<file path="src/rtl/rgbpal_pkg.sv">
package rgbpal_pkg;

  localparam int SAMPLE_WIDTH = 32;
  localparam int INDEX_WIDTH  = 8;
  localparam int TOP_W        = 8;
  localparam int NUM_W        = SAMPLE_WIDTH + TOP_W;
  localparam int NCH          = 3;
  localparam int NB_W         = TOP_W + 1;
  localparam int NBNG_W       = 2 * TOP_W + 1;
  localparam int SUM_W        = NBNG_W + TOP_W + 1;
  localparam int PSIZE_W      = 9;
  localparam int TOPS_W       = NCH * TOP_W;
  localparam int DATA_W       = 32;
  localparam int ADDR_W       = 5;
  localparam int LANE_ST      = 2 + TOP_W;
  localparam int MERGE_ST     = 2;
  localparam int NST          = LANE_ST + MERGE_ST;

  // lane order matches the channel_tops slices
  localparam int CH_BLUE  = 0;
  localparam int CH_GREEN = 1;
  localparam int CH_RED   = 2;

  typedef enum logic [2:0] {
    REG_RED_LOW      = 3'd0,
    REG_RED_HIGH     = 3'd1,
    REG_GREEN_LOW    = 3'd2,
    REG_GREEN_HIGH   = 3'd3,
    REG_BLUE_LOW     = 3'd4,
    REG_BLUE_HIGH    = 3'd5,
    REG_CHANNEL_TOPS = 3'd6,
    REG_PALETTE_SIZE = 3'd7
  } reg_idx_t;

  typedef struct packed {
    logic signed [SAMPLE_WIDTH-1:0] lo;
    logic signed [SAMPLE_WIDTH-1:0] hi;
    logic [SAMPLE_WIDTH-1:0]        den;
    logic [TOP_W-1:0]               top;
  } lane_cfg_t;

  typedef struct packed {
    logic [NB_W-1:0]        nb;
    logic [NBNG_W-1:0]      nbng;
    logic [INDEX_WIDTH-1:0] limit;
  } merge_cfg_t;

endpackage

</file>
<file path="src/rtl/rgbpal_lane.sv">
module rgbpal_lane
  import rgbpal_pkg::*;
(
  input  logic                    clk,
  input  logic [SAMPLE_WIDTH-1:0] sample,
  input  lane_cfg_t               cfg,
  input  logic [LANE_ST-1:0]      ld,
  output logic [TOP_W-1:0]        level
);

  logic signed [SAMPLE_WIDTH:0] s_x;
  logic signed [SAMPLE_WIDTH:0] lo_x;
  logic signed [SAMPLE_WIDTH:0] hi_x;
  logic signed [SAMPLE_WIDTH:0] d_x;
  logic                         zero_c;
  logic                         sat_c;

  logic [SAMPLE_WIDTH-1:0]      diff1;
  logic                         zero1;
  logic                         sat1;

  logic [NUM_W-1:0]             rem [TOP_W+1];
  logic [TOP_W-1:0]             q   [TOP_W+1];
  logic                         zf  [TOP_W+1];
  logic                         sf  [TOP_W+1];

  assign s_x  = {sample[SAMPLE_WIDTH-1], sample};
  assign lo_x = {cfg.lo[SAMPLE_WIDTH-1], cfg.lo};
  assign hi_x = {cfg.hi[SAMPLE_WIDTH-1], cfg.hi};
  assign d_x  = s_x - lo_x;

  assign zero_c = (cfg.top == '0) || (hi_x <= lo_x) || (s_x < lo_x);
  assign sat_c  = (s_x >= hi_x);

  always_ff @(posedge clk) begin
    if (ld[0]) begin
      diff1 <= d_x[SAMPLE_WIDTH-1:0];
      zero1 <= zero_c;
      sat1  <= sat_c;
    end
  end

  always_ff @(posedge clk) begin
    if (ld[1]) begin
      rem[0] <= {{SAMPLE_WIDTH{1'b0}}, cfg.top} * {{TOP_W{1'b0}}, diff1};
      q[0]   <= '0;
      zf[0]  <= zero1;
      sf[0]  <= sat1;
    end
  end

  // restoring divide, one quotient bit per stage, MSB first
  for (genvar k = 0; k < TOP_W; k++) begin : g_div
    logic [NUM_W-1:0] dsh;
    logic             ge;

    assign dsh = NUM_W'(cfg.den) << (TOP_W - 1 - k);
    assign ge  = rem[k] >= dsh;

    always_ff @(posedge clk) begin
      if (ld[2+k]) begin
        rem[k+1] <= ge ? rem[k] - dsh : rem[k];
        q[k+1]   <= {q[k][TOP_W-2:0], ge};
        zf[k+1]  <= zf[k];
        sf[k+1]  <= sf[k];
      end
    end
  end

  assign level = zf[TOP_W] ? '0 : (sf[TOP_W] ? cfg.top : q[TOP_W]);

endmodule

</file>
<file path="config.mk">
export PLATFORM = sky130hd
export DESIGN_NAME = rgbpal_lane
export DESIGN_NICKNAME = d
export VERILOG_FILES = /design/src/rtl/rgbpal_pkg.sv /design/src/rtl/rgbpal_lane.sv
export SDC_FILE = /design/constraint.sdc
export NUM_CORES = 2
export LEC_CHECK = 0
export BUFFER_PORTS_ARGS = -buffer_cell sky130_fd_sc_hd__buf_4
export CORE_ASPECT_RATIO = 1.1
export CORE_UTILIZATION = 48
export CTS_CLUSTER_SIZE = 10
export DETAILED_ROUTE_END_ITERATION = 12
export PLACE_DENSITY = 0.62
export SKIP_CTS_REPAIR_TIMING = 1
export SKIP_LAST_GASP = 1
export SYNTH_ARGS = -nofsm -noshare
export SYNTH_HDL_FRONTEND = slang
export SYNTH_SLANG_ARGS = --single-unit
</file>
<file path="constraint.sdc">
create_clock -name clk -period 5.5 [get_ports clk]
set_input_delay 0.275 -clock clk [delete_from_list [all_inputs] [get_ports clk]]
set_output_delay 0.275 -clock clk [all_outputs]
set_load 0.005 [all_outputs]
</file>
# Word level (Yosys, flattened, before mapping)

Memory sizes are Yosys's and may differ from the RTL's.
Cells that the tools add are included.

Bits in registers: 34
Memories kept: 4
Latch bits: 0
Input bits: 147
ROM bits: 0
Bits in writable memories: 450

Bitwise gates (word level): 0
Reduce and logical (&&, ||, !) cells: 3
Order comparisons: 11
Multiplexer cells: 28
Eq/ne operators: 0
Divide/modulo/power cells: 0
Multiply operators: 1
Add/subtract/negate cells: 9
Shifts and indexed selects: 0

Memories:

| name | words | width | rd ports | clocked after memory_dff | write ports | RTL line          | RTL |
|---|---|---|---|---|---|---|---|
| rem  | 9     | 40    | 8        | 0                        | 9           | rgbpal_lane.sv:22 | `logic [NUM_W-1:0] rem [TOP_W+1];` |
| q    | 9     | 8     | 9        | 0                        | 9           | rgbpal_lane.sv:23 | `logic [TOP_W-1:0] q [TOP_W+1];` |
| sf   | 9     | 1     | 9        | 0                        | 9           | rgbpal_lane.sv:25 | `logic sf [TOP_W+1];` |
| zf   | 9     | 1     | 9        | 0                        | 9           | rgbpal_lane.sv:24 | `logic zf [TOP_W+1];` |

Operator list:

| kind            | count |
|---|---|
| $mux 40         | 8 |
| $ge 40x32->1    | 1 |
| $ge 40x33->1    | 1 |
| $ge 40x34->1    | 1 |
| $ge 40x35->1    | 1 |
| $ge 40x36->1    | 1 |
| $ge 40x37->1    | 1 |
| $ge 40x38->1    | 1 |
| $ge 40x39->1    | 1 |
| $mul 8x32->40   | 1 |
| $sub 40x32->40  | 1 |
| $sub 40x33->40  | 1 |
| $sub 40x34->40  | 1 |
| $sub 40x35->40  | 1 |
| $sub 40x36->40  | 1 |
| $sub 40x37->40  | 1 |
| $sub 40x38->40  | 1 |
| $sub 40x39->40  | 1 |
| $ge 32x32->1    | 1 |
| $le 32x32->1    | 1 |
| $lt 32x32->1    | 1 |
| $sub 32x32->32  | 1 |
| $mux 1          | 18 |
| $mux 8          | 2 |
| 2 further kinds | 3 |

# Logic depth before layout (Yosys ltp)

Depth after elaboration: 3
Gate-level depth with buffers: 21

# Least setup slack after synthesis

OpenSTA, ideal clock, no wires.

Path type: input to register
Start point: in cfg[7] in the netlist's numbering
End point: mem rem[0][39] in the netlist's numbering (data pin)
Slack: 0.406 ns
Stages: 20
Path buffers: 1
Arrival time: 4.834 ns
Cell sequence: clkbuf_1 -> nand2_1 -> fa_1 -> fa_1 -> inv_1 -> fa_1 -> inv_1 -> fa_1 -> inv_1 -> ha_1 -> o211a_1 -> o31ai_2 -> a311oi_1 -> a21oi_1 -> nor3_1 -> o41a_1 -> a41oi_1 -> nand3_1 -> a31oi_1 -> xnor2_1

RTL lines:

| item        | RTL line          | RTL |
|---|---|---|
| from (decl) | rgbpal_lane.sv:6  | `input lane_cfg_t cfg,` |
| to (decl)   | rgbpal_lane.sv:22 |  |

==> metrics.cfg <==
[grt]
grt.busiest_layer = met2
globalRouteMet3Util = 0.0212
grt_start_max_net_pins = 66
track_usage = 0.227
grt_pass1_vias = 30561
antenna_found_initial = 1
grt_pass1_wl_mm = 150
grt_use_met1 = 0.255
grt_overflow = 0
grt_util_met2 = 0.440

[pwr]
p_leak_nw = 18.9
powerDensity_mw_per_mm2 = 645
clkPwrFrac = 0.109
sw_frac_of_total = 0.432
p_sw_mw = 12.1
intPower_mw = 15.9
p_seq_frac = 0.232
combPwrFrac = 0.659
ir_drop_uv = 433

[detailed_routing]
dr.pass1.iters = 6
drtIter0Drc = 1218
ant_nets = 0
vias = 29614
wl_mm = 92.1
route.detailed.drc = 0
viasPerCell = 5.54
avgRoutedWirePerCell_um = 17.3

[die]
die_y_um = 300
ios = 155
start_util = 0.488
die_w_um = 273
die_area_mm2 = 0.0819
fp-row-count = 108
core_mm2 = 0.0795

[clocking]
max-clock-path-buffers = 3
cts_tree = done
cts_made_buffers = 50
clock_latency_ps = 610
clock-sinks = 408
cts_root_buf = clkbuf_16
path_clk_slew_ps = 50
htreeDepth = 2

[layout]
fin_util = 0.545
drive_gt1_frac = 0.108
area_growth_syn_to_layout_pct = 11.8
nNetsFinal = 5017
instances_no_fill = 5341
fill_cells = 7190
diodes = 0

[yosys]
synth.distinct_cells = 100
netlist.area_leader.share = 0.316
syn_area_per_cell_um2 = 9.56
synth_largest_area_cell = edfxtp_1
synth-async-reset-ratio = 0
synthFlopType = edfxtp_1
netlist_area_mm2 = 0.0388
ys_seq_area_frac = 0.316
synth-seq-cells = 408
synth_edf_count = 408
synth_most_common_cell = ha_1
yosys-top-cells-count = ha_1 (412), edfxtp_1 (408), inv_1 (361)
synth_fp_nets = 4803
synthCells = 4056
synthTopCellsByArea = edfxtp_1 (32%), ha_1 (13%), fa_1 (9.7%)
yosys_warnings = 0

[worst_setup_path]
crit_arrival_ps = 5710
crit_required_ps = 5830
worst-setup-path-type = reg2reg
path_cells = buf_6 > and2_1 > fa_2 > fa_1 > fa_1 > fa_1 > ha_1 > o21a_1 > o21ai_2 > a311oi_2 > a21oi_2 > nor3_2 > buf_4 > or3_4 > a21o_1 > a21o_1 > a221oi_2 > xnor2_1
cpMaxStageDelayCell = fa_2
crit_path_end_kind = register
worstSetupStartpointType = register
critical-path-top-delay-family = adder cells
cp_common_cell = fa_1
cpPeakStageDelay_ps = 530
worst-path-buf-inv = 2
cp_max_fo = 6

[timing]
hold_slack_ps = 99.8
max_slew_margin = 0.287
period_minus_slack_ps = 5370
timing.setup.tns_ps = 0
fin_ws_ps = 126
setup_viol = 0
clock_skew_ps = 24.8
drv_slew = 0
period_share = 0.977
finalHoldViolations = 0
tightestPinTransition_ps = 1060
max_clock_freq_mhz = 186

[place]
gp_congestion = 0.903
dp_cells = 5238
place.detailed.hpwl_mm = 74.8
io_buffers = 154
place_ws_ps = -101

[run_status]
outcome = finished, final reports clean

[worst_hold_path]
hp-class = in2reg

[run]
drv_cap = 0

[layout make-up]
cell class              instances  area [um^2]  share of cell area
clock buffers                  65         1330              0.0307
clock inverters                13          129             0.00297
inverters                     362         1360              0.0314
multi-input cells            3182        24900               0.576
flip-flops and latches        408        12300               0.283
well taps                    1045         1310              0.0302
repair buffers                266         2020              0.0466
[cells in the final DEF, fill, tap and decap left out, drive strengths merged, types with 188 or more instances in the layout]
cell / Yosys / routed
nor2: 235 / 235
buf: 36 / 265
ha: 412 / 412
a21oi: 347 / 347
edfxtp: 408 / 408
fa: 188 / 188
o21ai: 278 / 278
inv: 362 / 362
nand2: 337 / 337
and2: 208 / 208
[stage by stage]
step                      power, mW  instance area (um^2)
after floorplan                20.0                 38800
after global placement         24.1                 41500
after detailed placement       24.3                 41500
after CTS                      27.5                 42900
after global routing           30.7                 43300
final                          27.9                 43300
[power by group through the flow]
| stage | Sequential, mW | Combinational, mW | Clock, mW |
|---|---|---|---|
| 2_1_floorplan | 6.26 | 13.7 | 0 |
| 6_report | 6.47 | 18.4 | 3.06 |
| 5_1_grt | 6.61 | 20.8 | 3.26 |
| 3_5_place_dp | 6.53 | 17.8 | 0 |
| 3_3_place_gp | 6.52 | 17.6 | 0 |
| 4_1_cts | 6.47 | 17.8 | 3.14 |
[layer usage]
metal | wire length, um | up-vias
met5 | 0 | -
met4 | 3150 | 0
met3 | 2860 | 151
met2 | 48700 | 516
met1 | 37400 | 14027
li1 | - | 14920
[cell families after synthesis]
family | share of synthesized area
AO/OA/AOI/OAI | 0.181
XOR/XNOR | 0.0612
adder cells (fa/ha/maj) | 0.230
buffers and inverters | 0.0465
flip-flops | 0.316
multiplexers | 0.0175
AND/OR/NAND/NOR | 0.148
[worst paths after layout]
check / start / endpoint / slack, ps / cells past startpoint
worst min register to register: zf[0][5] / zf[0][6] / 400 / 0
worst max-delay path: diff1[7] / rem[0][37] / 130 / 18
worst min-delay path: cfg[72] / diff1[0] / 100 / 3
worst max register to register: diff1[7] / rem[0][37] / 130 / 18
[flip-flops by register name (all words and copies together) (netlist names)]
signal  count
diff1      32
q          36
rem       320
sat1        1
sf          9
zero1       1
zf          9
[tightest hold or removal path: stages]
cell,delay [ps]
buf_4,90
ha_1,110
inv_1,40
(Power assumes the default switching activity.)
