`src/rtl/rgbpal_pkg.sv`:
```
package rgbpal_pkg;

  localparam int SAMPLE_WIDTH = 32;
  localparam int INDEX_WIDTH  = 8;
  localparam int TOP_W        = 8;
  localparam int NUM_W        = SAMPLE_WIDTH + TOP_W;
  localparam int NCH          = 3;
  localparam int NB_W         = TOP_W + 1;
  localparam int NBNG_W       = 2 * TOP_W + 1;
  localparam int SUM_W        = NBNG_W + TOP_W + 1;
  localparam int PSIZE_W      = 9;
  localparam int TOPS_W       = NCH * TOP_W;
  localparam int DATA_W       = 32;
  localparam int ADDR_W       = 5;
  localparam int LANE_ST      = 2 + TOP_W;
  localparam int MERGE_ST     = 2;
  localparam int NST          = LANE_ST + MERGE_ST;

  // lane order matches the channel_tops slices
  localparam int CH_BLUE  = 0;
  localparam int CH_GREEN = 1;
  localparam int CH_RED   = 2;

  typedef enum logic [2:0] {
    REG_RED_LOW      = 3'd0,
    REG_RED_HIGH     = 3'd1,
    REG_GREEN_LOW    = 3'd2,
    REG_GREEN_HIGH   = 3'd3,
    REG_BLUE_LOW     = 3'd4,
    REG_BLUE_HIGH    = 3'd5,
    REG_CHANNEL_TOPS = 3'd6,
    REG_PALETTE_SIZE = 3'd7
  } reg_idx_t;

  typedef struct packed {
    logic signed [SAMPLE_WIDTH-1:0] lo;
    logic signed [SAMPLE_WIDTH-1:0] hi;
    logic [SAMPLE_WIDTH-1:0]        den;
    logic [TOP_W-1:0]               top;
  } lane_cfg_t;

  typedef struct packed {
    logic [NB_W-1:0]        nb;
    logic [NBNG_W-1:0]      nbng;
    logic [INDEX_WIDTH-1:0] limit;
  } merge_cfg_t;

endpackage

```
`src/rtl/rgbpal_merge.sv`:
```
module rgbpal_merge
  import rgbpal_pkg::*;
(
  input  logic                         clk,
  input  logic [NCH-1:0][TOP_W-1:0]    lvl,
  input  merge_cfg_t                   cfg,
  input  logic [MERGE_ST-1:0]          ld,
  output logic [INDEX_WIDTH-1:0]       palette_index
);

  logic [TOP_W-1:0]    bl1;
  logic [NBNG_W-1:0]   tg1;
  logic [SUM_W-2:0]    tr1;
  logic [SUM_W-1:0]    sum;

  always_ff @(posedge clk) begin
    if (ld[0]) begin
      bl1 <= lvl[CH_BLUE];
      tg1 <= NBNG_W'(cfg.nb) * NBNG_W'(lvl[CH_GREEN]);
      tr1 <= (SUM_W-1)'(cfg.nbng) * (SUM_W-1)'(lvl[CH_RED]);
    end
  end

  assign sum = SUM_W'(bl1) + SUM_W'(tg1) + SUM_W'(tr1);

  always_ff @(posedge clk) begin
    if (ld[1]) begin
      palette_index <= (sum > SUM_W'(cfg.limit)) ? cfg.limit : sum[INDEX_WIDTH-1:0];
    end
  end

endmodule

```
`config.mk`:
```
export PLATFORM = sky130hd
export DESIGN_NAME = rgbpal_merge
export DESIGN_NICKNAME = d
export VERILOG_FILES = /design/src/rtl/rgbpal_pkg.sv /design/src/rtl/rgbpal_merge.sv
export SDC_FILE = /design/constraint.sdc
export NUM_CORES = 1
export LEC_CHECK = 0
export ABC_AREA = 1
export BUFFER_PORTS_ARGS = -buffer_cell sky130_fd_sc_hd__buf_4
export CORE_MARGIN = 5
export CORE_UTILIZATION = 55
export DETAILED_ROUTE_END_ITERATION = 12
export PLACE_DENSITY = 0.77
export RECOVER_POWER = 50
export SYNTH_ARGS = -nofsm -noshare
export SYNTH_HDL_FRONTEND = slang
export SYNTH_SLANG_ARGS = --single-unit
```
`constraint.sdc`:
```
create_clock -name clk -period 8.1 [get_ports clk]
set_input_delay 1.215 -clock clk [delete_from_list [all_inputs] [get_ports clk]]
set_output_delay 1.215 -clock clk [all_outputs]
set_load 0.01 [all_outputs]
```
# After elaboration in Yosys (flattened, before gate mapping)
# Cells that the tools add are included.
# totals
regBits	58
word_cells	10
# op_classes
n_addsub	2
n_mul	2
magnitude_cmp	1
muxes	1
# ops
operator	count
$add A18 B25 Y26	1
$gt A26 B8 Y1	1
$mul A17 B8 Y25	1
$add A8 B17 Y18	1
$mul A9 B8 Y17	1
$mux W8	1

# Depth between registers and ports, before layout
# Gate-level depths: netlist of run 1.
# depth
word_depth	4
ltp_mapped	27
mapped_depth_nobuf	27

# Worst setup path after synthesis of run 1
# OpenSTA, ideal clock, no wires.
# synth_path
path_type	input to register
start	input port lvl[23] in the netlist's numbering
end	register tr1[20] (data pin)
setup_time_ns	0.259
arrival_time_ns	5.550
setup_slack_ns	2.291
path_stages	21
path_buffers	2
path_cell_list	clkbuf_1 clkbuf_1 nand2_1 fa_1 fa_1 inv_1 fa_1 inv_1 fa_1 inv_1 ha_1 a21oi_1 nor2_1 nor2_1 nand2_1 a21boi_2 o21ai_0 a21oi_1 nor2_1 nor2_1 xnor2_1
# synth_between
elab_chain_len	1
# synth_lines
element	line_no	text
start, declared	rgbpal_merge.sv:5	input logic [NCH-1:0][TOP_W-1:0] lvl,
$mul A17 B8 Y25	rgbpal_merge.sv:20	tr1 <= (SUM_W-1)'(cfg.nbng) * (SUM_W-1)'(lvl[CH_RED]);
end signal, assigned	rgbpal_merge.sv:20	
end, declared	rgbpal_merge.sv:13	logic [SUM_W-2:0] tr1;
# Every way passes these cells.
# A chain may end at the register's enable or synchronous reset.

# Worst setup path in the final report of run 1
# Ends and elaborated chain as after synthesis.

==> results.yml, run 1 <==
synthesis:
  synth.net_count: 1816
  synth_ff_type: "edfxtp_1"
  syn-cell-area_um2: 11200
  ys_seq_area_frac: 0.156
  ys_async_sr_fraction: 0
  yosysUniqueCellTypes: 40
  synth_edf_count: 58
  avgSynthCellArea_um2: 7.45
  syn_inst: 1498
  synth_seq_cells: 58
  yosysWarnings: 0
floorplan:
  ios: 69
  dieArea_um2: 23200
  die_w_um: 152
  rows: 52
  die_height_um: 152
  core_area_um2: 20100
  initial_core_util: 0.555
final_layout:
  stdcell_area_um2: 12100
  nFillCells: 1793
  seqCellArea_um2: 1740
  multi_input_area_um2: 7600
  final_common_cell: "inv_1"
  syn2layout_area_growth_pct: 8.22
  nets: 1845
  finish.utilization: 0.601
  layout_common_cells: "425 x inv_1, 419 x nand2_1, 141 x fa_1"
  n_antenna_cell: 0
  final_layout_size_suffix_gt1_frac: 0.0907
routing:
  wl_per_cell_um: 12.8
  wl_um: 23100
  drc: 0
  dr.pass1.iters: 6
  via_per_inst: 4.94
  postRouteAntennaNets: 0
  drt_iter0_drc: 428
  vias: 8908
timing:
  worst_clock_skew_ns: 0.0102
  finalHoldViolations: 0
  slew_viol_final: 51
  timing.final.crit_share: 0.673
  tightest_slew_ns: 2.55
  max-slew-margin-rel: -0.697
  setup_viol: 0
  period_needed_ns: 5.45
  rsz0062_at_grt: "no"
  fmaxAchievable_mhz: 183
  setup_tns_ns: 0
min_path:
  worstHoldStart: "tr1[0]$_DFFE_PP_"
  min_to: "palette_index[0]$_DFFE_PP_"
  whs_path_depth: 3
  min_path_type: "register to register"
run_status:
  violations: "capacitance limit, slew limit"
  outcome: "complete, but fails checks"
pwr:
  p_leak_nw: 7.32
  ir_drop_v: 0.000221
  p_per_area_nw_per_um2: 357
clock_tree:
  cts-root-buf: "clkbuf_16"
  cts_tree: "done"
  ctsHoldBuffers: 0
  clock_path_buffers: 2
  post-cts-setup-buffers: 0
  htree_levels: 3
  cts_resized: 0
  numCtsBuffers: 9
  cts.clk_slew.worst_paths_ns: 0.06
  clock_sinks: 58
  clock_latency_ns: 0.34
place:
  gp_congestion: 0.901
  dpl_cell_area_um2: 11800
  hpwl_um: 19900
  io_buffers: 68
run:
  drv_cap: 1
global_route:
  antenna_found_initial: 0
  overflow: 0
  grt_first_pass_wirelength_um: 40700
  first_global_vias: 9020
  grt_max_degree: 51
  grt_usage: 0.206
critical_path:
  cp-start-kind: "primary input"
  r2r_cells: 26
  crit_fanout: 17
  r2r_start: "tg1[1]$_DFFE_PP_"
  r2r_slack_ns: 3.83
  crit_chain: "buf_4, nand2_1, fa_1, fa_1, inv_1, fa_1, inv_1, fa_1, inv_1, ha_1, a21oi_1, nor2_1, nor2_1, nand2_1, a21boi_2, o21ai_0, a21oi_1, nor2_1, nor2_1, xnor2_1"
  cp.buffers_inverters: 4
  critPathSlowestCell: "fa_1"
  endpoint_kind: "register"
  r2r-end: "palette_index[5]$_DFFE_PP_"
  worstSetupPathType: "primary input to register"
  crit_family: "adder cells"
  crit_path_max_incr_delay_ns: 0.54
  arrival_ns: 5.54
  cp.required_ns: 8.18
## cell type report
type	count	area share
multi-input combinational	955	0.629
sequential	58	0.144
inverter	435	0.135
timing repair buffer	68	0.0404
tap	270	0.0280
clock buffer	9	0.0186
clock inverter	7	0.00445
## cell usage after synthesis (2+ instances only)
library cell | count | area [um^2]
fa_1 | 141 | 2820
nand2_2 | 16 | 100
nor3_1 | 3 | 15.0
o31ai_1 | 2 | 15.0
edfxtp_1 | 58 | 1740
inv_2 | 10 | 37.5
nor2_4 | 8 | 90.1
ha_1 | 116 | 1450
a21oi_2 | 3 | 26.3
nor4_1 | 2 | 12.5
a21o_1 | 5 | 37.5
nor2_2 | 12 | 75.1
a31oi_1 | 4 | 25.0
xor2_1 | 24 | 210
nor2_1 | 47 | 176
a21boi_0 | 2 | 15.0
xnor2_1 | 16 | 140
nand2_1 | 419 | 1570
a21oi_1 | 34 | 170
o21ai_0 | 15 | 75.1
nor3_2 | 2 | 20.0
nand3b_1 | 4 | 30.0
clkbuf_1 | 50 | 188
nand3_2 | 5 | 50.1
inv_1 | 425 | 1600
nand3_1 | 37 | 185
nand4_1 | 25 | 156
## worst max path at each step
stage	startpoint	endpoint	depth (start not counted)
2_1_floorplan	lvl[23]	tr1[20]$_DFFE_PP_	21
3_3_place_gp	lvl[23]	tr1[20]$_DFFE_PP_	20
3_5_place_dp	lvl[23]	tr1[20]$_DFFE_PP_	20
4_1_cts	lvl[23]	tr1[20]$_DFFE_PP_	20
5_1_grt	lvl[23]	tr1[20]$_DFFE_PP_	20
6_report	lvl[23]	tr1[20]$_DFFE_PP_	20
## cells by family after synthesis
| family | after synthesis | synth area share |
|---|---|---|
| buffers and inverters | 485 | 0.163 |
| AOI/OAI and AO/OA | 73 | 0.0397 |
| adders and majority gates | 257 | 0.383 |
| DFF | 58 | 0.156 |
| and+or+nand+nor | 585 | 0.227 |
| xor gates and xnor gates | 40 | 0.0314 |
## per-layer routing
layer / global-route usage / wire length [um] / up-vias
li1: - / - / 4465
met1: 0.280 / 10300 / 4171
met2: 0.358 / 11200 / 234
met3: 0.0190 / 1120 / 38
met4: 0.0505 / 473 / 0
met5: 0 / 0 / -
## registers in the layout, summed over array words and instances (netlist names)
register,count
tr1,25
tg1,17
bl1,8
palette_index,8
## worst register-to-register path, delay by kind of cell, from the launching register on
family / cells / cell delay [ns]
flops: 1 / 0.37
xor+xnor: 1 / 0.18
simple gates: 16 / 1.82
buf+inv: 5 / 0.40
fa+ha+maj: 4 / 1.37
## through the flow
step	setup slack (ns)	cells	power (mW)	hold slack, ns
3_5_place_dp	2.33	1786	3.95	0.814
3_3_place_gp	2.39	1786	3.88	0.780
5_1_grt	2.43	1802	4.86	0.896
2_1_floorplan	2.29	1498	3.24	0.731
4_1_cts	2.66	1802	4.32	0.834
6_report	2.65	1802	4.31	0.844
## where the power goes
group / switching (mW) / internal (mW) / leakage, nW
sequential: 0.0547 / 0.523 / 0.566
clock: 0.144 / 0.208 / 0.128
combinational: 2.15 / 1.23 / 6.62
Note: power is estimated with default switching activity, not from simulation.
==> run 2, diff against run 1 <==
clock period = 5.4 ns   (was 8.1 ns; I/O delays follow)
==> run 2 against run 1 <==
The run still ends with capacitance limit, slew limit left. Final area about the same. Cell count increased by 0.17%. Hold slack got worse by 0.17 ns. Register-to-register slack got worse by 2.7 ns. Global-route usage increased by 0.37 points. Clock power increased by 45%. Critical path depth unchanged. Core utilization about the same. Combinational power increased by 51%. Setup slack got worse by 2.3 ns. Sequential share of layout area about the same. Critical endpoint unchanged.
==> results.yml, run 2 (synthesized netlist as in run 1, its figures left out) <==
global_route:
  antenna_found_initial: 2
  overflow: 0
  first_global_vias: 9130
  grt_usage: 0.210
  grt_max_degree: 51
  grt_first_pass_wirelength_um: 40900
floorplan:
  initial_core_util: 0.555
  die_height_um: 152
  rows: 52
  die_w_um: 152
  core_area_um2: 20100
  ios: 69
  dieArea_um2: 23200
routing:
  wl_per_cell_um: 13.0
  via_per_inst: 4.93
  vias: 8898
  wl_um: 23400
  drt_iter0_drc: 497
  postRouteAntennaNets: 0
  dr.pass1.iters: 5
  drc: 0
final_layout:
  top_register: "tr1"
  final_layout_size_suffix_gt1_frac: 0.0900
  layout_common_cells: "425 x inv_1, 419 x nand2_1, 141 x fa_1"
  final_common_cell: "inv_1"
  nFillCells: 1815
  reg_top3: "tr1 x25, tg1 x17"
  nets: 1847
  layout.cells.non_filler: 1805
  largest_reg_flops: 25
  syn2layout_area_growth_pct: 8.19
run_status:
  outcome: "complete, but fails checks"
  violations: "capacitance limit, slew limit"
clock_tree:
  clock_sinks: 58
  cts.clk_slew.worst_paths_ns: 0.05
  ctsHoldBuffers: 0
  clock_latency_ns: 0.34
  numCtsBuffers: 9
  htree_levels: 3
  post-cts-setup-buffers: 0
  cts_resized: 0
  cts-root-buf: "clkbuf_16"
  clock_path_buffers: 2
  cts_tree: "done"
min_path:
  min_path_type: "primary input to register"
run:
  drv_cap: 1
critical_path:
  arrival_ns: 5.12
  worstSetupPathType: "primary input to register"
  cp.required_ns: 5.48
  cp-start-kind: "primary input"
  crit_family: "adder cells"
  crit_chain: "buf_4, nand2_1, fa_1, fa_1, inv_1, fa_1, inv_1, fa_1, inv_1, ha_1, a21oi_1, nor2_1, nor2_1, nand2_1, a21boi_2, o21ai_0, a21oi_1, nor2_1, nor2_1, xnor2_1"
  critPathSlowestCell: "fa_1"
  cp.buffers_inverters: 4
  crit_path_max_incr_delay_ns: 0.54
  endpoint_kind: "register"
  crit_fanout: 17
timing:
  period_needed_ns: 5.03
  setup_viol: 0
  max-slew-margin-rel: -0.722
  fmaxAchievable_mhz: 199
  tightest_slew_ns: 2.58
  worst_clock_skew_ns: 0.00993
  timing.final.crit_share: 0.932
  rsz0062_at_grt: "no"
  slew_viol_final: 51
  finalHoldViolations: 0
  setup_tns_ns: 0
pwr:
  p_leak_nw: 7.32
  ir_drop_v: 0.000272
  p_per_area_nw_per_um2: 536
place:
  placed_cells: 1788
  io_buffers: 68
  hpwl_um: 20000
  gp_congestion: 0.892
==> run 2: final timing paths <==
path / start / depth (start not counted) / slack [ns] / endpoint
min reg2reg: tr1[0]$_DFFE_PP_ / 3 / 0.79 / palette_index[0]$_DFFE_PP_
max reg2reg: tr1[1]$_DFFE_PP_ / 26 / 1.12 / palette_index[6]$_DFFE_PP_
min: lvl[7] / 1 / 0.67 / bl1[7]$_DFFE_PP_
max: lvl[23] / 20 / 0.37 / tr1[20]$_DFFE_PP_
==> run 2: final cells by class <==
type	instances	area (um^2)	area share
tap	270	338	0.0280
clock buffer	10	229	0.0190
timing repair buffer	70	499	0.0413
clock inverter	6	33.8	0.00280
inverter	435	1630	0.135
antenna	1	2.50	0.000207
multi-input combinational	955	7600	0.629
sequential	58	1740	0.144
==> run 2: metrics by stage <==
stage / hold WS, ns / cell area (um^2) / total power, mW / setup WS, ns / util
finish: 0.671 / 12100 / 6.47 / 0.366 / 0.601
global route: 0.659 / 12100 / 7.34 / 0.115 / 0.601
CTS: 0.638 / 12100 / 6.49 / 0.378 / 0.602
detailed placement: 0.785 / 11800 / 5.94 / 0.0302 / 0.589
global placement: 0.767 / 11800 / 5.81 / 0.154 / 0.589
floorplan: 0.731 / 11200 / 4.86 / 0.0217 / -
==> run 2: where the power goes <==
group          internal [mW]  switching (mW)  total (mW)
logic                   1.87            3.21        5.09
clock network          0.305           0.206       0.511
registers              0.785          0.0890       0.874
==> run 2: per-layer routing <==
layer	track usage	wire, um	vias to the layer above
met5	0	13	-
met4	0.0615	499	2
met3	0.0284	1210	37
met2	0.368	11500	229
met1	0.272	10200	4166
li1	-	-	4464
