$ cat src/rtl/rgbpal_pkg.sv
package rgbpal_pkg;

  localparam int SAMPLE_WIDTH = 32;
  localparam int INDEX_WIDTH  = 8;
  localparam int TOP_W        = 8;
  localparam int NUM_W        = SAMPLE_WIDTH + TOP_W;
  localparam int NCH          = 3;
  localparam int NB_W         = TOP_W + 1;
  localparam int NBNG_W       = 2 * TOP_W + 1;
  localparam int SUM_W        = NBNG_W + TOP_W + 1;
  localparam int PSIZE_W      = 9;
  localparam int TOPS_W       = NCH * TOP_W;
  localparam int DATA_W       = 32;
  localparam int ADDR_W       = 5;
  localparam int LANE_ST      = 2 + TOP_W;
  localparam int MERGE_ST     = 2;
  localparam int NST          = LANE_ST + MERGE_ST;

  // lane order matches the channel_tops slices
  localparam int CH_BLUE  = 0;
  localparam int CH_GREEN = 1;
  localparam int CH_RED   = 2;

  typedef enum logic [2:0] {
    REG_RED_LOW      = 3'd0,
    REG_RED_HIGH     = 3'd1,
    REG_GREEN_LOW    = 3'd2,
    REG_GREEN_HIGH   = 3'd3,
    REG_BLUE_LOW     = 3'd4,
    REG_BLUE_HIGH    = 3'd5,
    REG_CHANNEL_TOPS = 3'd6,
    REG_PALETTE_SIZE = 3'd7
  } reg_idx_t;

  typedef struct packed {
    logic signed [SAMPLE_WIDTH-1:0] lo;
    logic signed [SAMPLE_WIDTH-1:0] hi;
    logic [SAMPLE_WIDTH-1:0]        den;
    logic [TOP_W-1:0]               top;
  } lane_cfg_t;

  typedef struct packed {
    logic [NB_W-1:0]        nb;
    logic [NBNG_W-1:0]      nbng;
    logic [INDEX_WIDTH-1:0] limit;
  } merge_cfg_t;

endpackage

$ cat src/rtl/rgbpal_regs.sv
module rgbpal_regs
  import rgbpal_pkg::*;
(
  input  logic                          clk,
  input  logic                          rst,
  input  logic                          psel,
  input  logic                          penable,
  input  logic                          pwrite,
  input  logic [ADDR_W-1:0]             paddr,
  input  logic [DATA_W-1:0]             pwdata,
  output logic [DATA_W-1:0]             prdata,
  output logic                          pready,
  output lane_cfg_t [NCH-1:0]           lane_cfg,
  output merge_cfg_t                    merge_cfg
);

  localparam logic [PSIZE_W-1:0] IMAX = PSIZE_W'((1 << INDEX_WIDTH) - 1);

  logic [DATA_W-1:0]              lo [NCH];
  logic [DATA_W-1:0]              hi [NCH];
  logic [TOPS_W-1:0]              tops;
  logic [PSIZE_W-1:0]             psize;
  logic [SAMPLE_WIDTH-1:0]        den [NCH];
  logic [NBNG_W-1:0]              nbng;
  logic [INDEX_WIDTH-1:0]         limit;
  logic [PSIZE_W-1:0]             limit_next;
  logic                           wr;
  reg_idx_t                       idx;
  logic [NB_W-1:0]                nb;
  logic [NB_W-1:0]                ng;

  assign wr     = psel & penable & pwrite;
  assign idx    = reg_idx_t'(paddr[ADDR_W-1:2]);
  assign pready = 1'b1;

  always_ff @(posedge clk) begin
    if (rst) begin
      for (int c = 0; c < NCH; c++) begin
        lo[c] <= '0;
        hi[c] <= DATA_W'(255);
      end
      tops  <= TOPS_W'(255);
      psize <= PSIZE_W'(256);
    end else if (wr) begin
      unique case (idx)
        REG_RED_LOW:      lo[CH_RED]   <= pwdata;
        REG_RED_HIGH:     hi[CH_RED]   <= pwdata;
        REG_GREEN_LOW:    lo[CH_GREEN] <= pwdata;
        REG_GREEN_HIGH:   hi[CH_GREEN] <= pwdata;
        REG_BLUE_LOW:     lo[CH_BLUE]  <= pwdata;
        REG_BLUE_HIGH:    hi[CH_BLUE]  <= pwdata;
        REG_CHANNEL_TOPS: tops         <= pwdata[TOPS_W-1:0];
        REG_PALETTE_SIZE: psize        <= pwdata[PSIZE_W-1:0];
        default: ;
      endcase
    end
  end

  always_comb begin
    unique case (idx)
      REG_RED_LOW:      prdata = lo[CH_RED];
      REG_RED_HIGH:     prdata = hi[CH_RED];
      REG_GREEN_LOW:    prdata = lo[CH_GREEN];
      REG_GREEN_HIGH:   prdata = hi[CH_GREEN];
      REG_BLUE_LOW:     prdata = lo[CH_BLUE];
      REG_BLUE_HIGH:    prdata = hi[CH_BLUE];
      REG_CHANNEL_TOPS: prdata = DATA_W'(tops);
      REG_PALETTE_SIZE: prdata = DATA_W'(psize);
      default:          prdata = '0;
    endcase
  end

  // derived values: den, nbng and limit are registered, nb and ng are combinational; only used deep in the pipe
  assign nb = NB_W'(tops[CH_BLUE*TOP_W +: TOP_W]) + NB_W'(1);
  assign ng = NB_W'(tops[CH_GREEN*TOP_W +: TOP_W]) + NB_W'(1);

  always_comb begin
    limit_next = (psize == '0) ? '0 : psize - PSIZE_W'(1);
    if (limit_next > IMAX) limit_next = IMAX;
  end

  always_ff @(posedge clk) begin
    for (int c = 0; c < NCH; c++) begin
      den[c] <= hi[c][SAMPLE_WIDTH-1:0] - lo[c][SAMPLE_WIDTH-1:0];
    end
    nbng  <= NBNG_W'(nb) * NBNG_W'(ng);
    limit <= limit_next[INDEX_WIDTH-1:0];
  end

  always_comb begin
    for (int c = 0; c < NCH; c++) begin
      lane_cfg[c].lo  = lo[c][SAMPLE_WIDTH-1:0];
      lane_cfg[c].hi  = hi[c][SAMPLE_WIDTH-1:0];
      lane_cfg[c].den = den[c];
      lane_cfg[c].top = tops[c*TOP_W +: TOP_W];
    end
    merge_cfg.nb    = nb;
    merge_cfg.nbng  = nbng;
    merge_cfg.limit = limit;
  end

endmodule

$ cat config.mk
export PLATFORM = sky130hd
export DESIGN_NAME = rgbpal_regs
export DESIGN_NICKNAME = d
export VERILOG_FILES = /design/src/rtl/rgbpal_pkg.sv /design/src/rtl/rgbpal_regs.sv
export SDC_FILE = /design/constraint.sdc
export NUM_CORES = 1
export LEC_CHECK = 0
export BUFFER_PORTS_ARGS = -buffer_cell sky130_fd_sc_hd__buf_2
export CORE_ASPECT_RATIO = 0.8
export CORE_MARGIN = 4
export CORE_UTILIZATION = 45
export DETAILED_ROUTE_END_ITERATION = 16
export GPL_TIMING_DRIVEN = 0
export PLACE_DENSITY = 0.72
export SLEW_MARGIN = 5
export SYNTH_ARGS = -nofsm -noshare
export SYNTH_HDL_FRONTEND = slang
export SYNTH_SLANG_ARGS = --single-unit
$ cat constraint.sdc
create_clock -name clk -period 8.8 [get_ports clk]
set_input_delay 0.88 -clock clk [delete_from_list [all_inputs] [get_ports clk]]
set_output_delay 0.88 -clock clk [all_outputs]
set_load 0.01 [all_outputs]
## Word level (Yosys, flattened, before mapping)

Memory sizes are Yosys's and may differ from the RTL's.
Index checks and enable logic that the tools add are counted.
W data, S select, Z words.

- Add/sub/neg operators: 6
- Multipliers: 1
- Divide/modulo/power cells: 0
- Magnitude comparators: 1
- Equal/unequal tests: 7
- Shift-type cells: 0
- Mux-type cells: 34
- Bitwise gates (word level): 8
- Reduce and logical (&&, ||, !) cells: 4

Operators with widths:

| kind | number |
|---|---|
| $pmux W32 S8 | 1 |
| $mux W32 | 6 |
| $sub A32 B32 Y32 | 3 |
| $mux W1 | 26 |
| $add A8 B1 Y9 const B | 2 |
| $mul A9 B9 Y17 | 1 |
| $eq A3 B3 Y1 const B | 4 |
| $gt A9 B8 Y1 const B | 1 |
| $logic_not A9 Y1 | 1 |
| $mux W9 | 1 |
| $sub A9 B1 Y9 const B | 1 |
| $eq A3 B2 Y1 const B | 2 |
| $or A1 B1 Y1 | 6 |
| $reduce_and A2 Y1 | 2 |
| $eq A3 B1 Y1 const B | 1 |
| $logic_not A3 Y1 | 1 |
| $and A1 B1 Y1 | 2 |

- Flip-flop bits (word level): 58
- Latch bits: 0
- Bits in writable memories: 288
- ROM bits: 0
- Bits of input ports: 42
- Output and inout bits: 379
- Word-level logic and storage cells: 68
- Memories: 3

Memory list:

| name | depth | width | read ports | clocked after memory_dff | write ports | line | text |
|---|---|---|---|---|---|---|---|
| den | 3 | 32 | 3 | 0 | 3 | rgbpal_regs.sv:23 | `logic [SAMPLE_WIDTH-1:0] den [NCH];` |
| hi | 3 | 32 | 3 | 0 | 3 | rgbpal_regs.sv:20 | `logic [DATA_W-1:0] hi [NCH];` |
| lo | 3 | 32 | 3 | 0 | 3 | rgbpal_regs.sv:19 | `logic [DATA_W-1:0] lo [NCH];` |

## Depth between registers and ports, before layout

Gate-level depths: netlist of the first run.

- Word-level depth: 6
- Mapped depth: 23
- Gate-level depth less buffers: 23

## Least setup slack after synthesis of the first run

No wires, ideal clock.

- Path kind: reg-to-reg
- Start: reg tops[1]
- End: reg nbng[15]
- Setup time: 0.072 ns
- Arrival: 5.045 ns
- Required time: 8.728 ns
- Path slack: 3.683 ns
- Stages on the path, launching flop included: 23
- Buffers on the path: 0
- Clock period less this slack: 5.117 ns
- Path through: dfxtp_1 > ha_1 > nand3_1 > xor2_1 > inv_1 > and2_1 > fa_1 > inv_1 > fa_1 > inv_1 > ha_1 > inv_1 > fa_1 > inv_1 > ha_1 > a21o_1 > a21o_1 > a2111oi_0 > o21bai_1 > a21oi_1 > nor2b_1 > o41ai_2 > xnor2_1

RTL lines:

| element | line | text |
|---|---|---|
| start, declared | rgbpal_regs.sv:21 | `logic [TOPS_W-1:0] tops;` |
| start signal, assigned | rgbpal_regs.sv:52 | `REG_CHANNEL_TOPS: tops <= pwdata[TOPS_W-1:0];` |
| end signal, assigned | rgbpal_regs.sv:86 | `nbng <= NBNG_W'(nb) * NBNG_W'(ng);` |
| end, declared | rgbpal_regs.sv:24 | `logic [NBNG_W-1:0] nbng;` |

## Final worst setup path of the first run

- Start: reg tops[1]
- End: reg nbng[15]

- Cells in the longest elaborated chain, start to end: 2

Ends and longest elaborated chain:

| element | line | text |
|---|---|---|
| $add A8 B1 Y9 | rgbpal_regs.sv:74 | `assign nb = NB_W'(tops[CH_BLUE*TOP_W +: TOP_W]) + NB_W'(1);` |
| $mul A9 B9 Y17 | rgbpal_regs.sv:86 |  |

Every way passes these cells.
A chain may end at the register's enable or synchronous reset.

==> metrics.yaml, run 1 <==
global_routing:
  grt_pass1_wl_mm: 116
  grt_max_degree: 21
  grt_overflow: 0
  first_global_vias: 16900
  antenna_found_initial: 14
  grt_usage: 0.336
pwr:
  cellLeakagePower_nw: 11.0
  combPwrFrac: 0.216
  internal_power_mw: 3.34
  switching_share: 0.306
  peakVddDrop_uv: 127
  pwr-share-seq: 0.416
  switching_power_mw: 1.48
  powerDensity_nw_per_um2: 201
  p_total_mw: 4.82
  p_clk_frac: 0.368
worst_setup_path:
  timing.rr.end: "nbng[15]"
  worstSetupStartpointType: "flop"
  crit_type: "flop to flop"
  rr_startpoint: "tops[1]"
  arrival_ns: 6.63
  cp-end-kind: "flop"
  rr_worst_depth: 22
  critPathMaxFanout: 6
  r2r_setup_slack_ns: 2.65
  crit_required_ns: 9.28
timing:
  rsz0062_at_grt: "false"
  finalHoldViolations: 0
  min_period_over_period: 0.699
  holdWs_ns: 0.490
  worstMarginPinSlew_ns: 1.13
  slew_headroom: 0.248
  finalClockSkew_ns: 0.0213
  final-max-slew-violation-count: 0
  fmax_mhz: 162
  final.min_clock_period_ns: 6.15
  finalSetupTns_ns: 0
  finalSetupViolCount: 0
  setup_slack_ns: 2.65
synthesis:
  avgSynthCellArea_sq_um: 10.2
  synth_edf_count: 192
  ys_ff_latch: 346
  syn_inst: 1919
  synthArstFlopShare: 0
  ys_warn_count: 0
  ys.flop_type: "edfxtp_1"
  syn_area_sq_um: 19500
  yosysSeqAreaShare: 0.453
  syn_nets: 2145
  ys_types: 76
final_layout:
  layout.nets: 2609
  area_growth_pct: 22.5
  mostFrequentLayoutCell: "buf_2"
  fillers: 3751
  drive_gt1_frac: 0.222
  mostFrequentLayoutCells: "buf_2, inv_1, edfxtp_1"
detailed_routing:
  drc: 0
  ant_nets: 0
  via_per_inst: 5.98
  routed_wl_mm: 81.5
  drt_iter0_drc: 2259
  vias: 17800
  drt-wirelength-per-cell_microns: 27.4
  first_pass_iters: 7
cts:
  post_cts.repair.setup_buffers: 0
  cts_max_path_buffers: 3
  cts_made_buffers: 38
  clk_pin_slew_worst_paths_ns: 0.06
  ctsResizeCount: 0
  clk_latency_ns: 0.57
  ctsHoldBuffers: 0
  cts_root_buf: "clkbuf_16"
  cts_tree: "done"
  cts.sinks: 346
  h-tree-depth: 2
run_status:
  status: "finished clean"
worst_hold_path:
  hold_class: "flop to flop"
  hold_start: "tops[17]"
  whs_path_depth: 2
  hold_end: "tops[17]"
floorplanning:
  start_util: 0.460
  num_rows: 67
  die_y_microns: 194
  core_sq_um: 42400
  dieArea_sq_um: 46800
  io_pins: 421
  die_width_microns: 241
run:
  maxCapViolCount: 0
place:
  port_buffers: 416
  pre_cts_ws_ns: 2.71
  hpwlAfterDp_mm: 65.6
  gp_congestion: 0.981
[synth_stat cells, types with 4 or more instances]
master,n,area [sq um]
a31oi_1,19,119
o21a_1,18,135
nand2b_1,21,131
o21ai_0,74,370
mux2i_1,41,410
o21ai_1,15,75.1
a21oi_1,148,741
o31a_1,4,35.0
a22oi_1,8,60.1
nor2_1,136,510
nor3_1,12,60.1
buf_1,6,22.5
o31ai_1,8,60.1
nand4_1,19,119
nand3_1,30,150
fa_1,52,1040
clkbuf_1,52,195
xor2_1,51,447
buf_2,4,20.0
o211ai_1,11,82.6
o22a_1,4,35.0
nor2b_1,21,131
nor3b_1,4,30.0
o21bai_1,9,67.6
edfxtp_1,192,5770
o211a_1,4,40.0
a21boi_1,4,30.0
ha_1,132,1650
a21o_1,42,315
o22ai_1,10,62.6
a211oi_1,7,52.6
inv_1,199,747
xnor2_1,69,604
o221a_2,4,45.0
mux4_2,13,293
or3_1,6,37.5
and3_1,14,87.6
or2_2,6,37.5
mux2_2,4,45.0
dfxtp_1,154,3080
and2_1,62,388
a221oi_1,9,78.8
a211o_1,7,61.3
nand2_1,170,638
[flip-flops by register name, summed over array words and instances, names as in the netlist]
name and cells:
tops 24, limit 8, nbng 17, psize 9, den 96, lo 96
hi 96
[stage by stage]
stage                     cells   util  area [sq um]
after floorplan            1919      -         19500
after global placement     2887  0.526         22300
after detailed placement   2895  0.531         22500
after CTS                  2965  0.564         23900
after global routing       2968  0.564         23900
final                      2969  0.564         23900
[final cells by class]
cell class / count / area [sq um] / area share
inverters: 199 / 747 / 0.0312
diodes: 4 / 10.0 / 0.000418
clock buffers: 55 / 1170 / 0.0489
clock inverters: 15 / 213 / 0.00889
flip-flops and latches: 346 / 8850 / 0.370
multi-input cells: 1310 / 9760 / 0.408
well taps: 552 / 691 / 0.0289
repair buffers: 424 / 2250 / 0.0939
plain buffers: 64 / 250 / 0.0105
[worst max-delay path by stage]
stage	end	slack, ns	start	cells past startpoint
2_1_floorplan	nbng[15]	3.68	tops[1]	22
3_3_place_gp	lo[0][94]	0.65	paddr[2]	5
3_5_place_dp	nbng[15]	2.71	tops[1]	22
4_1_cts	nbng[15]	2.67	tops[1]	22
5_1_grt	nbng[15]	2.33	tops[1]	22
6_report	nbng[15]	2.65	tops[1]	22
[worst max-delay path: stages (launching register included)]
cell       delay, ns
dfxtp_1         0.51
ha_1            0.28
nand3_1         0.11
xor2_1          0.46
inv_1           0.28
and2_1          0.25
fa_1            0.51
inv_1           0.05
fa_1            0.50
inv_1           0.04
ha_1            0.27
inv_1           0.05
fa_1            0.52
inv_1           0.05
ha_1            0.26
a21o_1          0.17
a21o_1          0.21
a2111oi_0       0.52
o21bai_1        0.28
a21oi_1         0.21
nor2b_1         0.09
o41ai_2         0.27
xnor2_1         0.16
[power groups by stage]
stage	sequential, mW	combinational [mW]	clock, mW
finish	2.00	1.04	1.77
detailed placement	2.03	1.02	0
global route	2.01	1.11	1.85
CTS	2.00	1.02	1.78
floorplan	2.07	0.488	0
global placement	2.04	1.00	0
[routing by layer]
layer | up-vias | track usage | share of wire
li1 | 7642 | - | -
met1 | 8616 | 0.467 | 0.40
met2 | 1249 | 0.495 | 0.42
met3 | 227 | 0.106 | 0.13
met4 | 18 | 0.125 | 0.043
met5 | - | 0 | 0.0014
[logic make-up after synthesis]
family,Yosys count,synth area share
XOR/XNOR,120,0.0538
buffers and inverters,263,0.0511
adder cells (fa/ha/maj),185,0.138
AND/OR/NAND/NOR,511,0.123
AO/OA/AOI/OAI,435,0.142
other,1,0.000192
multiplexers,58,0.0383
flip-flops,346,0.453
Power figures use the tool's default switching activity.
==> inputs of run 2 (changes only) <==
--- a/config.mk
+++ b/config.mk
@@ -11,7 +11,7 @@
 export CORE_UTILIZATION = 45
 export DETAILED_ROUTE_END_ITERATION = 16
 export GPL_TIMING_DRIVEN = 0
-export PLACE_DENSITY = 0.72
+export PLACE_DENSITY = 0.75
 export SLEW_MARGIN = 5
 export SYNTH_ARGS = -nofsm -noshare
 export SYNTH_HDL_FRONTEND = slang
==> constraint.sdc (replaced) <==
create_clock -name clk -period 5.6 [get_ports clk]
set_input_delay 0.56 -clock clk [delete_from_list [all_inputs] [get_ports clk]]
set_output_delay 0.56 -clock clk [all_outputs]
set_load 0.01 [all_outputs]
==> run 2 against run 1 <==
  * Wire length shrank 1.1%
  * Total power increased by 51%
  * Highest routed layer unchanged
  * Hold slack got worse by 0.21 ns
  * First-iteration DRC count rose by 4.5%
  * Register-to-register slack worse by 2.5 ns
  * Sequential share of layout area is essentially flat
  * Cell area hardly changed
  * Die area unchanged
  * Clock power up 41%
  * Count of clock-buffer cells in the layout decreased by 9
  * Critical endpoint unchanged
  * Sequential cell count unchanged
==> metrics.yaml, run 2 (synthesis gave the netlist of run 1 again) <==
timing:
  final.min_clock_period_ns: 5.45  # -0.704 ns
  finalSetupViolCount: 0  # unchanged
  slew_headroom: 0.164  # -0.0841
  fmax_mhz: 183  # +13%
  finalClockSkew_ns: 0.0154  # -0.00591 ns
  min_period_over_period: 0.973  # +0.274
  finalHoldViolations: 0  # unchanged
  final-max-slew-violation-count: 0  # unchanged
  rsz0062_at_grt: "false"
  holdWs_ns: 0.278  # -0.212 ns
  worstMarginPinSlew_ns: 1.25  # +0.126 ns
run_status:
  status: "finished clean"
pwr:
  cellLeakagePower_nw: 10.9  # -0.41%
  peakVddDrop_uv: 235  # +86%
  powerDensity_nw_per_um2: 305  # +51%
floorplanning:
  core_sq_um: 42400  # unchanged
  die_width_microns: 241  # unchanged
  num_rows: 67  # unchanged
  die_y_microns: 194  # unchanged
  start_util: 0.460  # unchanged
  dieArea_sq_um: 46800  # unchanged
  io_pins: 421  # unchanged
worst_setup_path:
  crit_type: "flop to flop"
  crit_required_ns: 6.08  # -3.20 ns
  cp-end-kind: "flop"
  critPathMaxFanout: 6  # unchanged
  slowest_delay_ns: 0.52  # about the same
  crit_family: "adder cells"
  crit_top_cell: "inv_1"
  worstSetupStartpointType: "flop"
  critPathBufInv: 5  # unchanged
  arrival_ns: 5.93  # -0.70 ns
  path_cells: "ha_2, nand3_1, xor2_2, inv_1, and2_1, fa_1, inv_1, fa_1, inv_1, ha_1, inv_1, fa_1, inv_1, ha_1, a21o_1, a21o_1, a2111oi_2, o21bai_2, a21oi_1, nor2b_1, o41ai_2, xnor2_1"
  cp_slowest_cell: "fa_1"
run:
  maxCapViolCount: 0  # unchanged
final_layout:
  top_regs: "den: 96 flops, hi: 96 flops, lo: 96 flops"
  area_growth_pct: 22.5  # about the same
  layout.nets: 2611  # +0.077%
  mostFrequentLayoutCell: "buf_2"
  mostFrequentLayoutCells: "buf_2, inv_1, edfxtp_1"
  fillers: 3719  # -0.85%
  final_area_sq_um: 23900  # about the same
  final_util: 0.564  # about the same
  drive_gt1_frac: 0.230  # +0.00819
detailed_routing:
  ant_nets: 0  # unchanged
  first_pass_iters: 6  # -1
  drc: 0  # unchanged
  via_per_inst: 5.99  # +0.19%
  vias: 17800  # +0.23%
  routed_wl_mm: 80.6  # -1.1%
  drt-wirelength-per-cell_microns: 27.1  # -1.2%
  drt_iter0_drc: 2360  # +4.5%
cts:
  cts.sinks: 346  # unchanged
  cts_max_path_buffers: 3  # unchanged
  clk_latency_ns: 0.56  # about the same
  h-tree-depth: 2  # unchanged
  cts_root_buf: "clkbuf_16"
  cts_tree: "done"
  cts_made_buffers: 37  # -2.6%
  clk_pin_slew_worst_paths_ns: 0.07  # about the same
global_routing:
  antenna_found_initial: 12  # -2
  first_global_vias: 17000  # +0.35%
  grt_overflow: 0  # unchanged
  grt_max_degree: 22  # +4.8%
  grt_pass1_wl_mm: 115  # -1.3%
  grt_usage: 0.331  # -0.00528
place:
  port_buffers: 416  # unchanged
  hpwlAfterDp_mm: 65.0  # -0.93%
  gp_congestion: 0.976  # -0.53%
  post_dp_cell_area_sq_um: 22600  # +0.26%
worst_hold_path:
  hold_class: "input pin to flop"
-- run 2: changes by cell type in the layout (fill, tap and decap cells not counted), moves of 4 or more --
cell,change
clkbuf_8,-4
clkinv_1,+4
dfxtp_1,-5
dfxtp_2,+5
xor2_1,-7
xor2_2,+7
-- run 2: layout make-up --
cell class | count | area (sq um) | share of cell area
tap | 552 | 691 | 0.0289
multi-input combinational | 1310 | 9850 | 0.412
antenna | 4 | 10.0 | 0.000418
timing repair buffer | 427 | 2310 | 0.0967
sequential | 346 | 8850 | 0.370
buffer | 64 | 250 | 0.0105
clock buffer | 46 | 1030 | 0.0431
clock inverter | 22 | 175 | 0.00732
inverter | 199 | 747 | 0.0312
-- run 2: worst paths after layout --
| path | from | to | slack, ns | depth (start not counted) |
|---|---|---|---|---|
| setup / recovery | tops[1] | nbng[15] | 0.15 | 22 |
| hold / removal | pwdata[5] | tops[5] | 0.28 | 3 |
| setup reg to reg | tops[1] | nbng[15] | 0.15 | 22 |
| hold reg to reg | tops[20] | tops[20] | 0.49 | 2 |
-- run 2: tightest hold or removal path, stage by stage --
cell,delay (ns)
buf_2,0.12
nand2_1,0.05
nand3_1,0.07
-- run 2: layer usage --
| metal | up-vias | routed length [microns] | global-route usage |
|---|---|---|---|
| met5 | - | 103 | 0 |
| met4 | 16 | 3870 | 0.138 |
| met2 | 1312 | 34200 | 0.489 |
| met3 | 244 | 11100 | 0.112 |
| li1 | 7640 | - | - |
| met1 | 8580 | 31400 | 0.447 |
-- run 2: stage by stage --
| step | power [mW] | std cells | TNS (ns) | setup slack (ns) |
|---|---|---|---|---|
| after floorplan | 4.03 | 1919 | 0 | 0.483 |
| after global placement | 4.77 | 2887 | -314.71 | -2.06 |
| after detailed placement | 4.80 | 2897 | -0.983 | -0.361 |
| after CTS | 7.28 | 2966 | 0 | 0.00125 |
| after global routing | 7.55 | 2970 | 0 | 0.00863 |
| final | 7.29 | 2970 | 0 | 0.150 |
-- run 2: repair_timing --
action / CTS / global route
gates resized for setup: 3 / 20
cloned: 0 / 0
hold buffers: 0 / 0
buffers inserted: 1 / 0
setup endpoints to repair: 5 / 5
-- run 2: power by group --
group	switching (mW)	leakage (nW)	internal (mW)
sequential	0.192	3.12	2.96
clock	1.08	0.588	1.41
combinational	1.03	7.22	0.612
total	2.31	10.9	4.98
